===== config.mk =====
export PLATFORM = sky130hd
export DESIGN_NAME = positional_list_insert_delete_unit_flat
export DESIGN_NICKNAME = d
export VERILOG_FILES = /design/src/rtl/plid_pkg.sv /design/src/rtl/plid_in_if.sv /design/src/rtl/plid_out_if.sv /design/src/rtl/plid_cell.sv /design/src/rtl/positional_list_insert_delete_unit.sv /design/src/flat_wrapper.sv
export SDC_FILE = /design/constraint.sdc
export NUM_CORES = 1
export LEC_CHECK = 0
export ABC_AREA = 1
export BUFFER_PORTS_ARGS = -buffer_cell sky130_fd_sc_hd__buf_2
export CELL_PAD_IN_SITES_DETAIL_PLACEMENT = 2
export CELL_PAD_IN_SITES_GLOBAL_PLACEMENT = 2
export CORE_ASPECT_RATIO = 1.1
export CORE_MARGIN = 1
export CORE_UTILIZATION = 41
export DETAILED_ROUTE_END_ITERATION = 10
export PLACE_DENSITY = 0.88
export REMOVE_ABC_BUFFERS = 1
export SETUP_SLACK_MARGIN = 0.1
export SYNTH_ARGS = -nofsm -noshare
export SYNTH_HDL_FRONTEND = slang
export SYNTH_SLANG_ARGS = --single-unit

===== constraint.sdc =====
create_clock -name i_clk -period 10.2 [get_ports i_clk]
set_input_delay 2.04 -clock i_clk [delete_from_list [all_inputs] [get_ports i_clk]]
set_output_delay 2.04 -clock i_clk [all_outputs]
set_load 0.02 [all_outputs]

===== src/rtl/plid_pkg.sv =====
`timescale 1ns / 1ps
// shared types and constants for the positional list unit
// no dependencies
package plid_pkg;

    localparam int POS_W   = 5;
    localparam int VALUE_W = 32;
    localparam int STAT_W  = 2;
    localparam int ECNT_W  = 5;

    typedef enum logic {
        OP_INSERT = 1'b0,
        OP_DELETE = 1'b1
    } t_op;

    typedef enum logic [STAT_W-1:0] {
        ST_DONE   = 2'd0,
        ST_BADPOS = 2'd1,
        ST_FULL   = 2'd2
    } t_status;

    // broadcast from the control to every cell
    typedef struct packed {
        logic             ins;
        logic             del;
        logic [POS_W-1:0] idx;
    } t_cell_ctrl;

endpackage


===== src/rtl/plid_in_if.sv =====
`timescale 1ns / 1ps
// request channel: valid/ready plus op, position, value
// depends on plid_pkg
interface plid_in_if;
    logic                                 valid;
    logic                                 ready;
    logic                                 op;
    logic [plid_pkg::POS_W-1:0]           position;
    logic signed [plid_pkg::VALUE_W-1:0]  value;

    modport source (output valid, output op, output position, output value, input ready);
    modport sink   (input valid, input op, input position, input value, output ready);
endinterface


===== src/rtl/plid_out_if.sv =====
`timescale 1ns / 1ps
// result channel: valid/ready plus status, entry count, removed value
// depends on plid_pkg
interface plid_out_if;
    logic                                 valid;
    logic                                 ready;
    logic [plid_pkg::STAT_W-1:0]          status;
    logic [plid_pkg::ECNT_W-1:0]          entry_count;
    logic signed [plid_pkg::VALUE_W-1:0]  removed_value;

    modport source (output valid, output status, output entry_count, output removed_value,
                    input ready);
    modport sink   (input valid, input status, input entry_count, input removed_value,
                    output ready);
endinterface


===== src/rtl/plid_cell.sv =====
`timescale 1ns / 1ps
// one list slot: holds an entry and shifts with its neighbors
// depends on plid_pkg
module plid_cell #(
    parameter int INDEX = 0
) (
    input  logic                                i_clk,
    input  plid_pkg::t_cell_ctrl                i_ctrl,
    input  logic signed [plid_pkg::VALUE_W-1:0] i_new_value,
    input  logic signed [plid_pkg::VALUE_W-1:0] i_below,
    input  logic signed [plid_pkg::VALUE_W-1:0] i_above,
    output logic signed [plid_pkg::VALUE_W-1:0] o_value
);
    localparam int CW = ($clog2(INDEX + 2) > plid_pkg::POS_W) ?
                        $clog2(INDEX + 2) : plid_pkg::POS_W;

    logic [CW-1:0]                        my_idx;
    logic [CW-1:0]                        pos_idx;
    logic signed [plid_pkg::VALUE_W-1:0]  r_value;

    assign my_idx  = CW'(INDEX);
    assign pos_idx = CW'(i_ctrl.idx);

    // insert: above the slot take from below, at the slot load new
    // delete: at or above the slot take from above
    always_ff @(posedge i_clk) begin
        if (i_ctrl.ins) begin
            if (my_idx > pos_idx) begin
                r_value <= i_below;
            end else if (my_idx == pos_idx) begin
                r_value <= i_new_value;
            end
        end else if (i_ctrl.del && (my_idx >= pos_idx)) begin
            r_value <= i_above;
        end
    end

    assign o_value = r_value;
endmodule


===== src/rtl/positional_list_insert_delete_unit.sv =====
`timescale 1ns / 1ps
// top level: request decode, entry count and a row of list cells
// depends on plid_pkg, plid_in_if, plid_out_if, plid_cell
//
// Ordered list of up to CAPACITY signed 32-bit entries held in a row of
// cells. Every request (insert at 1-based position 1..count+1, delete at
// 1..count) is handled as follows: the decode broadcasts the position to all
// cells and each cell shifts from its neighbor at the same clock edge, so a
// request is accepted every cycle while the result register can take it, and
// its result is loaded into the output register on acceptance. The output
// register is the only thing that can hold the input back: a new request is
// taken whenever the result register is empty or being drained. Status is
// done, invalid position (checked first) or full. Entries need no clearing
// after reset; positions are 5 bits wide, so at most 31 entries are ever reachable.
module positional_list_insert_delete_unit #(
    parameter int CAPACITY = 16
) (
    input  logic       i_clk,
    input  logic       i_rst_n,
    plid_in_if.sink    i_in,
    plid_out_if.source o_out
);
    localparam int CNT_W = $clog2(CAPACITY + 1);
    localparam int CW    = ((CNT_W > plid_pkg::POS_W) ? CNT_W : plid_pkg::POS_W) + 1;
    localparam int RD_N  = (CAPACITY < 32) ? CAPACITY : 32;

    logic                                 accept;
    logic [CW-1:0]                        pos_x;
    logic [CW-1:0]                        cnt_x;
    logic [CW-1:0]                        new_cnt_x;
    logic                                 ins_bad;
    logic                                 del_bad;
    logic                                 is_full;
    plid_pkg::t_status                    status;
    plid_pkg::t_cell_ctrl                 ctrl;
    logic signed [plid_pkg::VALUE_W-1:0]  cell_val [CAPACITY];
    logic signed [plid_pkg::VALUE_W-1:0]  removed;

    logic [CNT_W-1:0]                     r_count;
    logic [CNT_W-1:0]                     n_count;
    logic                                 r_out_valid;
    logic [plid_pkg::STAT_W-1:0]          r_status;
    logic [plid_pkg::ECNT_W-1:0]          r_entry_count;
    logic signed [plid_pkg::VALUE_W-1:0]  r_removed;

    // handshake
    assign i_in.ready = !r_out_valid || o_out.ready;
    assign accept     = i_in.valid && i_in.ready;

    // position checks
    assign pos_x   = CW'(i_in.position);
    assign cnt_x   = CW'(r_count);
    assign ins_bad = (i_in.position == '0) || (pos_x > (cnt_x + CW'(1)));
    assign del_bad = (i_in.position == '0) || (pos_x > cnt_x);
    assign is_full = (r_count == CNT_W'(CAPACITY));

    // decode request into cell control, status and next count
    always_comb begin
        ctrl     = '0;
        ctrl.idx = i_in.position - plid_pkg::POS_W'(1);
        status   = plid_pkg::ST_DONE;
        n_count  = r_count;
        if (i_in.op == plid_pkg::OP_INSERT) begin
            if (ins_bad) begin
                status = plid_pkg::ST_BADPOS;
            end else if (is_full) begin
                status = plid_pkg::ST_FULL;
            end else begin
                ctrl.ins = accept;
                n_count  = r_count + CNT_W'(1);
            end
        end else begin
            if (del_bad) begin
                status = plid_pkg::ST_BADPOS;
            end else begin
                ctrl.del = accept;
                n_count  = r_count - CNT_W'(1);
            end
        end
    end

    assign new_cnt_x = CW'(n_count);

    // removed entry: select among the reachable cells
    always_comb begin
        removed = '0;
        if ((i_in.op == plid_pkg::OP_DELETE) && !del_bad) begin
            for (int k = 0; k < RD_N; k++) begin
                if (ctrl.idx == plid_pkg::POS_W'(k)) begin
                    removed = cell_val[k];
                end
            end
        end
    end

    // row of cells
    for (genvar g = 0; g < CAPACITY; g++) begin : g_cell
        plid_cell #(
            .INDEX (g)
        ) u_cell (
            .i_clk       (i_clk),
            .i_ctrl      (ctrl),
            .i_new_value (i_in.value),
            .i_below     (cell_val[(g == 0) ? 0 : g - 1]),
            .i_above     (cell_val[(g == CAPACITY - 1) ? g : g + 1]),
            .o_value     (cell_val[g])
        );
    end

    // entry count
    always_ff @(posedge i_clk) begin
        if (!i_rst_n) begin
            r_count <= '0;
        end else if (accept) begin
            r_count <= n_count;
        end
    end

    // result register
    always_ff @(posedge i_clk) begin
        if (!i_rst_n) begin
            r_out_valid <= 1'b0;
        end else if (accept) begin
            r_out_valid <= 1'b1;
        end else if (o_out.ready) begin
            r_out_valid <= 1'b0;
        end
    end

    always_ff @(posedge i_clk) begin
        if (accept) begin
            r_status      <= status;
            r_entry_count <= new_cnt_x[plid_pkg::ECNT_W-1:0];
            r_removed     <= removed;
        end
    end

    assign o_out.valid         = r_out_valid;
    assign o_out.status        = r_status;
    assign o_out.entry_count   = r_entry_count;
    assign o_out.removed_value = r_removed;
endmodule


===== src/flat_wrapper.sv =====
// flat-port wrapper written by rule: the top's interface ports become plain ports
module positional_list_insert_delete_unit_flat 
#(
    parameter int CAPACITY = 16
)
  (i_clk, i_rst_n, i_in_valid, i_in_op, i_in_position, i_in_value, i_in_ready, o_out_valid, o_out_status, o_out_entry_count, o_out_removed_value, o_out_ready);
  plid_in_if i_in_i ();
  plid_out_if o_out_i ();
  input  logic i_clk;
  input  logic i_rst_n;
  input wire logic [$bits(i_in_i.valid)-1:0] i_in_valid;
  input wire logic [$bits(i_in_i.op)-1:0] i_in_op;
  input wire logic [$bits(i_in_i.position)-1:0] i_in_position;
  input wire logic [$bits(i_in_i.value)-1:0] i_in_value;
  output wire logic [$bits(i_in_i.ready)-1:0] i_in_ready;
  output wire logic [$bits(o_out_i.valid)-1:0] o_out_valid;
  output wire logic [$bits(o_out_i.status)-1:0] o_out_status;
  output wire logic [$bits(o_out_i.entry_count)-1:0] o_out_entry_count;
  output wire logic [$bits(o_out_i.removed_value)-1:0] o_out_removed_value;
  input wire logic [$bits(o_out_i.ready)-1:0] o_out_ready;
  assign i_in_i.valid = i_in_valid;
  assign i_in_i.op = i_in_op;
  assign i_in_i.position = i_in_position;
  assign i_in_i.value = i_in_value;
  assign i_in_ready = i_in_i.ready;
  assign o_out_valid = o_out_i.valid;
  assign o_out_status = o_out_i.status;
  assign o_out_entry_count = o_out_i.entry_count;
  assign o_out_removed_value = o_out_i.removed_value;
  assign o_out_i.ready = o_out_ready;
  positional_list_insert_delete_unit #(.CAPACITY(CAPACITY)) u_core (.i_clk(i_clk), .i_rst_n(i_rst_n), .i_in(i_in_i), .o_out(o_out_i));
endmodule

* Word-level counts from Yosys, hierarchy flattened *
Index checks and enable logic that the tools add are counted.

word-level totals
  register bits after elaboration = 557
  bits of input ports = 42
  output and inout port bits = 41
  word-level logic and storage cells = 255

cells by class
  $add $sub $neg = 4
  order comparisons = 33
  equality and inequality tests = 47
  muxes and demuxes = 93
  reduce and logical (&&, ||, !) cells = 57

operators by type and width
  kind                 number
  $mux 32              78
  $ne 3x3->1 const B   14
  $eq 4x5->1 const A   8
  $eq 5x4->1 const B   8
  $gt 4x5->1 const A   8
  $ge 4x5->1 const A   7
  $reduce_bool 2->1    17
  $reduce_and 2->1     15
  $eq 3x5->1 const A   4
  $eq 5x3->1 const B   4
  $ge 3x5->1 const A   4
  $gt 3x5->1 const A   4
  $mux 5               4
  $logic_and 1x1->1    17
  $eq 2x5->1 const A   2
  $eq 5x2->1 const B   2
  $ge 1x5->1 const A   2
  $ge 2x5->1 const A   2
  $gt 1x5->1 const A   2
  $gt 2x5->1 const A   2
  $logic_not 5->1      2
  $sub 5x1->5 const B  2
  $mux 1               8
  $add 5x1->6 const B  1
  11 further kinds     17

* Longest topological paths before layout *
Gate-level depths: netlist of run 1.

  word-level depth = 18
  gate-level depth with buffers = 27
  mapped depth without buffers = 24

* Cells and area by module *
Synthesis of run 1 repeated with hierarchy kept, for this count alone.

second synthesis, totals
  cells, all modules = 5665
  area total of the unflattened synthesis = 39649.3 sq um

by module, submodules not included
  module                                instances  cells each  area an instance (sq um)
  positional_list_insert_delete_unit    1          1311        7265.7
  plid_cell (u_core.g_cell[2].u_cell)   1          279         2127.0
  plid_cell (u_core.g_cell[10].u_cell)  1          288         2104.5
  plid_cell (u_core.g_cell[15].u_cell)  1          282         2102.0
  plid_cell (u_core.g_cell[1].u_cell)   1          281         2092.0
  plid_cell (u_core.g_cell[5].u_cell)   1          281         2085.8
  plid_cell (u_core.g_cell[12].u_cell)  1          280         2070.7
  plid_cell (u_core.g_cell[3].u_cell)   1          281         2067.0
  plid_cell (u_core.g_cell[9].u_cell)   1          278         2064.5
  plid_cell (u_core.g_cell[6].u_cell)   1          279         2033.2
  plid_cell (u_core.g_cell[13].u_cell)  1          284         2030.7
  plid_cell (u_core.g_cell[4].u_cell)   1          280         2030.7
  plid_cell (u_core.g_cell[7].u_cell)   1          277         2030.7
  plid_cell (u_core.g_cell[14].u_cell)  1          280         2020.7
  3 more rows                           -          -           -

* Worst setup path before layout of run 1 *
No wires, ideal clock.

  path type = input to register
  from = in i_in_position[0]
  to = reg u_core.g_cell[5].u_cell.r_value, in the netlist u_core.g_cell[5].u_cell.o_value[0], enable pin
  library setup time = 0.461 ns
  data arrival time = 6.167 ns
  required time = 9.739 ns
  path slack = 3.572 ns
  cell stages on the path = 11
  path buffers = 2
  cell sequence = inv_2 > clkbuf_1 > clkbuf_1 > ha_1 > o21ai_0 > nand2_1 > nor2_1 > inv_1 > nand2_1 > nand2_1 > nor3_1

between the ends
  cells in the longest elaborated chain, start to end = 7
  elaborated cells between the ends (all ways) = 17

RTL lines
  what                                                 RTL line            RTL
  start: declaration                                   flat_wrapper.sv:13  input wire logic [$bits(i_in_i.position)-1:0] i_in_position;
  branches (longest 6 deep; another with $sub 5x1->5)  -
  $reduce_and 2->1 (no source line) (*)                -
  end signal: assignment                               plid_cell.sv:29     r_value <= i_below;
  end signal: assignment                               plid_cell.sv:31     r_value <= i_new_value;
  end signal: assignment                               plid_cell.sv:34     r_value <= i_above;
  end: declaration                                     plid_cell.sv:19     logic signed [plid_pkg::VALUE_W-1:0] r_value;

Mark *: on every way between the ends.
A chain may end at the register's enable or synchronous reset.

* Worst setup path after layout of run 1 *
  from = in i_in_position[0]
  to = reg u_core.g_cell[4].u_cell.r_value, in the netlist u_core.g_cell[4].u_cell.o_value[7] (data pin)

between the ends
  cells in the longest elaborated chain, start to end = 5
  elaborated cells between the ends (all ways) = 9

RTL lines
  what                                                 RTL line         RTL
  branches (longest 4 deep; another with $sub 5x1->5)  -
  $mux 32 (*)                                          plid_cell.sv:27  if (i_ctrl.ins) begin
  end signal: assignment                               plid_cell.sv:29
  end signal: assignment                               plid_cell.sv:31
  end signal: assignment                               plid_cell.sv:34
  end: declaration                                     plid_cell.sv:19

Marks and branches as above.

==> summary.txt, run 1 <==
Logic synthesis
  • Post-synthesis sequential area ratio: between 40% and 50%
  • Top cell type's share of synthesized area: 49.04%
  • Top cells by area, synth: edfxtp_1, o21ai_0, nand2_1
  • Seq cells post-synth: between 500 and 600
  • Cell accounting for the most synthesized area: edfxtp_1
  • Syn Inst Count: 4370
  • Avg Inst Size Synth: about 7.7 um2
  • Number of distinct library cells after synthesis: 35
  • Yosys warnings: 0
  • Cell area after synthesis: roughly 34000 um2

Floorplan
  • Starting Density: between 40% and 50%
  • Die Wd: between 200 and 300 um
  • Die Y: approximately 300 um
  • Std-Cell Rows: 109
  • DIE AREA: around 83000 um2
  • Ports: 83
  • Core Area: a little over 80000 um2

Route
  • Via Count: between 30000 and 40000
  • Detailed-route wire length: ~160000 um
  • DRC: 0
  • Drt initial violations: ~2900
  • Routed len/inst: 29.22 um
  • Antenna violation net count after detailed routing: 0
  • Drt first pass iters: 5
  • Routed vias/inst: 6.343

Timing
  • Relative slew margins: slightly above 7%
  • Fin Hold WS: roughly 0.52 ns
  • # setup viols final: 0
  • Max Slew Vio Count: 0
  • Worst-margin pin slew: roughly 1.4 ns
  • Fmax: between 150 and 200 MHz
  • Hold Fails Final Rpt: 0
  • Min cycle time layout: approximately 6.4 ns
  • Post-route setup slack: 3.832 ns
  • RSZ-0062 raised after global routing: no
  • Tcrit/Tclk final: between 60% and 70%
  • Skew final: about 0.035 ns

Final layout
  • Final antenna diode count: 0
  • FILL cells: approximately 9100
  • Final design utilization: 45.58%
  • Area Growth Syn to Fin: 9.245%
  • Fraction of layout cells with a size suffix above 1: approximately 7.4%
  • FF/Latch Area: 16670 um2
  • Non-Filler Instances: roughly 5400
  • Layout Nets: approximately 4300
  • Area occupied by multi-input gates: around 14000 um2

Clock network
  • Clock latency at the later pin of the worst-skew pair: about 0.65 ns
  • H-tree Lvls: 3
  • CTS Buf Count: 68
  • CTS max path bufs: 3
  • CTS-repair resized insts: 0
  • CTS root buffer: clkbuf_16
  • Post-CTS Setup Bufs: 0
  • # hold bufs at CTS: 0
  • Clk slew on worst S/H paths: approximately 0.07 ns
  • CTS tree: yes
  • CTS Sinks: 557

Hold path
  • Hold wc startpoint: u_core.o_out.valid
  • Hold Crit Class: register to register

Power and ir drop
  • Total power: just over 6000 uW
  • Leakage: approximately 0.015 uW
  • Pwr dens: about 160 nW/um2
  • VDD IR max: 0.0001166 V

Placed design
  • Pre-CTS setup slack: 3.146 ns
  • GP Congestion: ~0.86
  • DP Cell Count: around 5200
  • I/O Buffers: 82
  • Post-DP HPWL: 89030 um

Status
  • Outcome: completed

Critical path
  • Kind of end point of the critical path: register
  • WP buf/inv: 7
  • Worst Path Max Fanout: roughly 160
  • Slowest cell on the critical path: buf_4
  • Crit Path Category: input port to register
  • Critical path startpoint: i_in_position[0]
  • Worst EP required: around 11 ns
  • Delay of the slowest critical-path stage: 0.90 ns
  • Crit path max-delay family: buffers and inverters
  • Critical R2R Launch: u_core.r_count[0]
  • Cell chain of the critical path: buf_2 > inv_2 > ha_1 > inv_1 > a21oi_1 > o21ai_0 > a21oi_1 > or2_1 > nand3_2 > inv_2 > nand2_1 > nor2_4 > inv_8 > buf_4 > buf_4 > o21ai_0
  • Worst Setup Start Kind: input port
  • Crit path DAT: between 6 and 7 ns

GRT
  • Gr usage total: a little under two fifths
  • Vias in the first global route: between 30000 and 40000
  • GRT overflow: 0
  • Largest net degree at the start of global routing: 180
  • First-pass GRT wire length: 234500 um
  • Initial antenna violation count: 2

Job
  • Maxcap violations: 0
where the power goes:
part           internal, uW  switching (uW)
Sequential             2630            56.3
Clock                  1270            1090
Combinational           222             764
Total                  4130            1910
metrics by stage:
step | setup TNS (ns) | instance area (um2)
floorplan | -1354.53 | 32380
global placement | 0 | 34830
detailed placement | 0 | 34830
CTS | 0 | 36820
global route | 0 | 36860
finish | 0 | 36860
tightest hold or removal path: stages (launching register included):
cell,delay (ns)
dfxtp_1,0.30
nand2_1,0.09
a21oi_1,0.07
flip-flops by register name (all words and copies together) (netlist names):
| name | flops |
|---|---|
| u_core.r_count | 5 |
| u_core.o_out.entry_count | 5 |
| u_core.g_cell.u_cell.o_value | 512 |
| u_core.o_out.removed_value | 32 |
| u_core.o_out.valid | 1 |
| u_core.o_out.status | 2 |
cell usage in the layout (no fill, tap or decap), drive strengths merged:
cell,synthesis,layout
buf,74,145
dfxtp,6,6
nor3,3,3
nor2,31,31
nand4,20,20
nand3b,1,1
clkinvlp,0,1
ha,15,15
xor2,4,4
bufinv,0,1
o21ai,1149,1149
or2,17,17
a21oi,85,85
inv,601,604
o211ai,144,144
clkbuf,263,91
o221ai,3,3
edfxtp,551,551
nand2,1253,1253
o32ai,1,1
nand3,147,147
a211oi,2,2
clkinv,0,22
final cells by class:
cell class              count  share of cell area (%)
clock buffers              91                   4.909
flip-flops and latches    557                   45.22
well taps                1054                   3.578
clock inverters            27                  0.4820
repair buffers            145                   2.498
multi-input cells        2875                   37.17
inverters                 601                   6.148
cells in the mapped netlist:
| master | count |
|---|---|
| buf_6 | 2 |
| edfxtp_1 | 551 |
| nor3_1 | 2 |
| nand2_1 | 1247 |
| nand4_1 | 19 |
| or2_2 | 16 |
| buf_4 | 4 |
| nand3b_2 | 1 |
| a21oi_1 | 85 |
| nand4_2 | 1 |
| dfxtp_1 | 6 |
| buf_1 | 15 |
| nand2_2 | 3 |
| inv_1 | 586 |
| inv_4 | 1 |
| nor2_2 | 3 |
| inv_2 | 14 |
| o221ai_1 | 3 |
| or2_1 | 1 |
| o21ai_1 | 66 |
| clkbuf_1 | 263 |
| nor2_4 | 4 |
| a211oi_1 | 2 |
| xor2_1 | 4 |
| buf_2 | 53 |
| nor2_1 | 23 |
| o211ai_1 | 144 |
| nor2_8 | 1 |
| ha_1 | 15 |
| o32ai_1 | 1 |
| nand3_2 | 2 |
| o21ai_0 | 1083 |
| nand2_4 | 3 |
| nor3_4 | 1 |
| nand3_1 | 145 |
logic make-up (layout without fill, tap and decap cells):
family | Yosys count | after routing | share of synthesized area (%)
simple gates | 1472 | 1472 | 17.56
compound gates | 1384 | 1384 | 21.66
buf+inv | 938 | 864 | 10.73
flops | 557 | 557 | 49.40
fa+ha+maj | 15 | 15 | 0.5563
xor+xnor | 4 | 4 | 0.1038
path summary, 6_finish.rpt:
kind | end | slack [ns] | cells after the start
min reg2reg | u_core.o_out.valid | 0.52 | 2
min | u_core.o_out.valid | 0.52 | 2
max reg2reg | u_core.g_cell[4].u_cell.o_value[7] | 4.82 | 16
max | u_core.g_cell[4].u_cell.o_value[7] | 3.83 | 16
layer usage:
metal	up-vias	GRT usage, %	wire [um]
li1	14330	-	-
met1	17330	41.27	56230
met5	-	0	15
met4	2	28.77	12130
met3	654	5.596	9757
met2	1621	65.17	78190
Power figures use the tool's default switching activity.
==> run 2: changes to the inputs <==
- ABC_AREA: 1 -> 0
- CORE_UTILIZATION: 41 -> 38
- PLACE_DENSITY: 0.88 -> 0.79
- clock period: 10.2 -> 5.6 ns (I/O delays scaled with it)
==> run 2 against run 1 <==
  * Sequential share of layout area is 0.49 points lower
  * Setup slack worse by 2.7 ns
  * Critical path depth is 3 lower
  * Largest cell class unchanged
  * First-iteration DRC count is 3.7% lower
==> summary.txt, run 2 <==
Status
  • Outcome: completed

Clock network
  • Post-CTS Setup Bufs: 0 (unchanged)
  • Clock latency at the later pin of the worst-skew pair: 0.63 ns (-0.02 ns)
  • H-tree Lvls: 3 (unchanged)
  • CTS Buf Count: 71 (+4.4%)
  • CTS root buffer: clkbuf_16
  • Clk slew on worst S/H paths: 0.05 ns (-0.02 ns)
  • CTS Sinks: 557 (unchanged)
  • CTS-repair resized insts: 0 (unchanged)
  • CTS tree: yes
  • CTS max path bufs: 3 (unchanged)
  • # hold bufs at CTS: 0 (unchanged)

Route
  • Routed vias/inst: 6.519 (+2.8%)
  • Drt first pass iters: 6 (+1)
  • DRC: 0 (unchanged)
  • Routed len/inst: 31.51 um (+7.9%)
  • Drt initial violations: 2753 (-3.7%)
  • Antenna violation net count after detailed routing: 0 (unchanged)
  • Via Count: 29250 (-14%)
  • Detailed-route wire length: 141400 um (-9.6%)

Job
  • Maxcap violations: 0 (unchanged)

Critical path
  • Worst Path Max Fanout: 19 (-88%)
  • Cell chain of the critical path: clkinv_1 > ha_1 > inv_1 > ha_1 > nor2b_1 > o21a_1 > o211ai_1 > a21o_1 > a22oi_2 > nor3b_2 > buf_4 > a21boi_4 > buf_4
  • Worst EP required: 5.87 ns (-4.65 ns)
  • Crit path max-delay family: compound AO/OA/AOI/OAI gates
  • Slowest cell on the critical path: ha_1
  • WP buf/inv: 4 (-3)
  • Crit path DAT: 4.77 ns (-1.92 ns)
  • Critical R2R Launch: u_core.r_count[1]
  • Kind of end point of the critical path: register
  • Worst reg2reg setup slack: 1.09 ns (-3.73 ns)
  • Worst R2R End: u_core.g_cell[2].u_cell.o_value[3]
  • Delay of the slowest critical-path stage: 0.51 ns (-0.39 ns)
  • Worst reg2reg path depth: 13 (-3)
  • Critical path startpoint: u_core.r_count[1]
  • Worst Setup Start Kind: register
  • Crit Path Category: register to register

Timing
  • Hold Fails Final Rpt: 0 (unchanged)
  • Relative slew margins: 10.38% (+3.3 points)
  • Setup TNS: 0 ns (unchanged)
  • RSZ-0062 raised after global routing: no
  • # setup viols final: 0 (unchanged)
  • Post-route setup slack: 1.093 ns (-2.738 ns)
  • Max Slew Vio Count: 0 (unchanged)
  • Tcrit/Tclk final: roughly four fifths
  • Fmax: between 200 and 250 MHz
  • Worst-margin pin slew: 1.344 ns (-0.04831 ns)
  • Skew final: 0.03065 ns (-0.004737 ns)
  • Min cycle time layout: 4.507 ns

Placed design
  • Pre-CTS setup slack: 0.6002 ns (-2.546 ns)
  • GP Congestion: 0.9073 (+5.3%)
  • I/O Buffers: 82 (unchanged)
  • Post-DP HPWL: 88930 um (-0.10%)

GRT
  • Vias in the first global route: 31540 (-16%)
  • Gr usage total: 31.25% (-6.3 points)
  • Initial antenna violation count: 2 (unchanged)
  • First-pass GRT wire length: 209200 um (-11%)
  • Largest net degree at the start of global routing: 182 (+1.1%)
  • GRT overflow: 0 (unchanged)

Final layout
  • Final antenna diode count: 0 (unchanged)
  • Commonest non-fill, non-tap cell in the layout: nand2_1
  • Layout Nets: 3348 (-22%)
  • Largest register FFs: 512 (unchanged)
  • Area Growth Syn to Fin: 11.83%
  • Fraction of layout cells with a size suffix above 1: 11.27% (+3.9 points)
  • FILL cells: 9042 (-0.44%)
  • Commonest cells after routing, fill and taps aside: nand2_1, edfxtp_1, o21ai_0

Logic synthesis
  • Post-synth EDFFs: 551 (unchanged)
  • Number of distinct library cells after synthesis: 65 (+86%)
  • FFs w/ async S/R, synth: 0% (unchanged)
  • Cell accounting for the most synthesized area: edfxtp_1
  • Main synth FF type: edfxtp_1
  • Avg Inst Size Synth: 9.980 um2 (+29%)
  • Synth top cells by count: nand2_1, edfxtp_1, o21ai_0
  • Post-synthesis sequential area ratio: 50.02% (+0.62 points)
  • Seq cells post-synth: 557 (unchanged)
  • Top cell type's share of synthesized area: 49.65% (+0.62 points)
  • Cell area after synthesis: 33320 um2 (-1.2%)
  • Most common cell in the netlist: nand2_1
  • Syn Inst Count: 3339 (-24%)
  • Yosys warnings: 0 (unchanged)
  • Top cells by area, synth: edfxtp_1, mux2i_1, nand2_1

Hold path
  • Hold EP: u_core.o_out.valid
  • Hold wc startpoint: u_core.o_out.valid
  • Hold Crit Class: register to register
  • Hold Path Depth: 2 (unchanged)

Power and ir drop
  • Pwr dens: 306.7 nW/um2 (+87%)
  • VDD IR max: 0.0001811 V (+55%)
  • Leakage: 0.01399 uW (-6.0%)

Floorplan
  • Std-Cell Rows: 113 (+3.7%)
  • Ports: 83 (unchanged)
  • Die Y: 312.6 um (+3.2%)
  • Die Wd: 284.3 um (+3.2%)
  • Core Area: 86530 um2 (+7.0%)
  • DIE AREA: 88880 um2 (+6.5%)
  • Starting Density: 38.51% (-3.2 points)
-- run 2: changes by cell type after synthesis, sizes merged, moves of 34 or more --
cell	previous run	this run
nand2	1253	652
inv	601	17
mux2i	0	450
a32oi	0	35
buf	74	113
nand2b	0	41
nor2	31	86
nand3	147	57
mux2	0	34
o21ai	1149	589
o22ai	0	35
o211ai	144	18
clkbuf	263	206
-- run 2: per-layer routing --
layer | GRT usage, % | up-vias | part of all wire, %
met2 | 53.18 | 1243 | 49
met3 | 4.029 | 367 | 6.1
li1 | - | 12360 | -
met4 | 15.21 | 0 | 4.9
met5 | 0 | - | 0
met1 | 39.13 | 15280 | 40
-- run 2: logic make-up (layout without fill, tap and decap cells) --
kind of cell	after synthesis	count (layout)	share of synthesized area, %
buffers and inverters	338	335	4.337
muxes	484	484	14.67
AOI/OAI and AO/OA	1028	1028	18.81
and+or+nand+nor	910	910	11.42
adders and majority gates	15	15	0.5632
DFF	557	557	50.02
xor gates and xnor gates	7	7	0.1840
-- run 2: worst register-to-register path: cells and delay by family, from the launching register on --
| kind | cells | cell delay [ns] |
|---|---|---|
| compound gates | 5 | 1.23 |
| buf+inv | 4 | 1.17 |
| fa+ha+maj | 2 | 0.81 |
| simple gates | 2 | 0.49 |
| flops | 1 | 0.46 |
-- run 2: stage by stage --
step / hold WS (ns) / cells / area, um2 / util, % / power [uW]
finish: 0.5427 / 4486 / 37260 / 43.07 / 11430
detailed placement: 0.5484 / 4368 / 35130 / 40.60 / 6995
global placement: 0.5025 / 4368 / 35130 / 40.60 / 6885
floorplan: 0.5164 / 3020 / 31950 / - / 6374
CTS: 0.5554 / 4486 / 37260 / 43.07 / 11460
global route: 0.5786 / 4486 / 37260 / 43.07 / 11740
-- run 2: final cells by class --
class                      instances  area (um2)  share of cell area (%)
sequential                       557       16670                   44.72
multi-input combinational       2444       15470                   41.51
clock buffer                      95        1909                   5.124
timing repair buffer             198        1481                   3.975
tap                             1150        1439                   3.861
clock inverter                    23       227.7                  0.6111
inverter                          19       71.32                  0.1914
-- run 2: worst max path at each step --
stage,end,depth (start not counted)
final,u_core.g_cell[2].u_cell.o_value[3],13
after global routing,u_core.g_cell[2].u_cell.o_value[3],13
after CTS,u_core.g_cell[7].u_cell.o_value[31],12
after detailed placement,u_core.g_cell[14].u_cell.o_value[5],11
after global placement,u_core.g_cell[14].u_cell.o_value[5],10
after floorplan,u_core.g_cell[15].u_cell.o_value[0],8
-- run 2: report_power, final --
part	switching (uW)	leakage [uW]	internal [uW]	total (uW)
clock	1890	0.00104	2570	4460
combinational	1400	0.00787	628	2020
sequential	131	0.00508	4810	4940
total	3420	0.0140	8010	11400
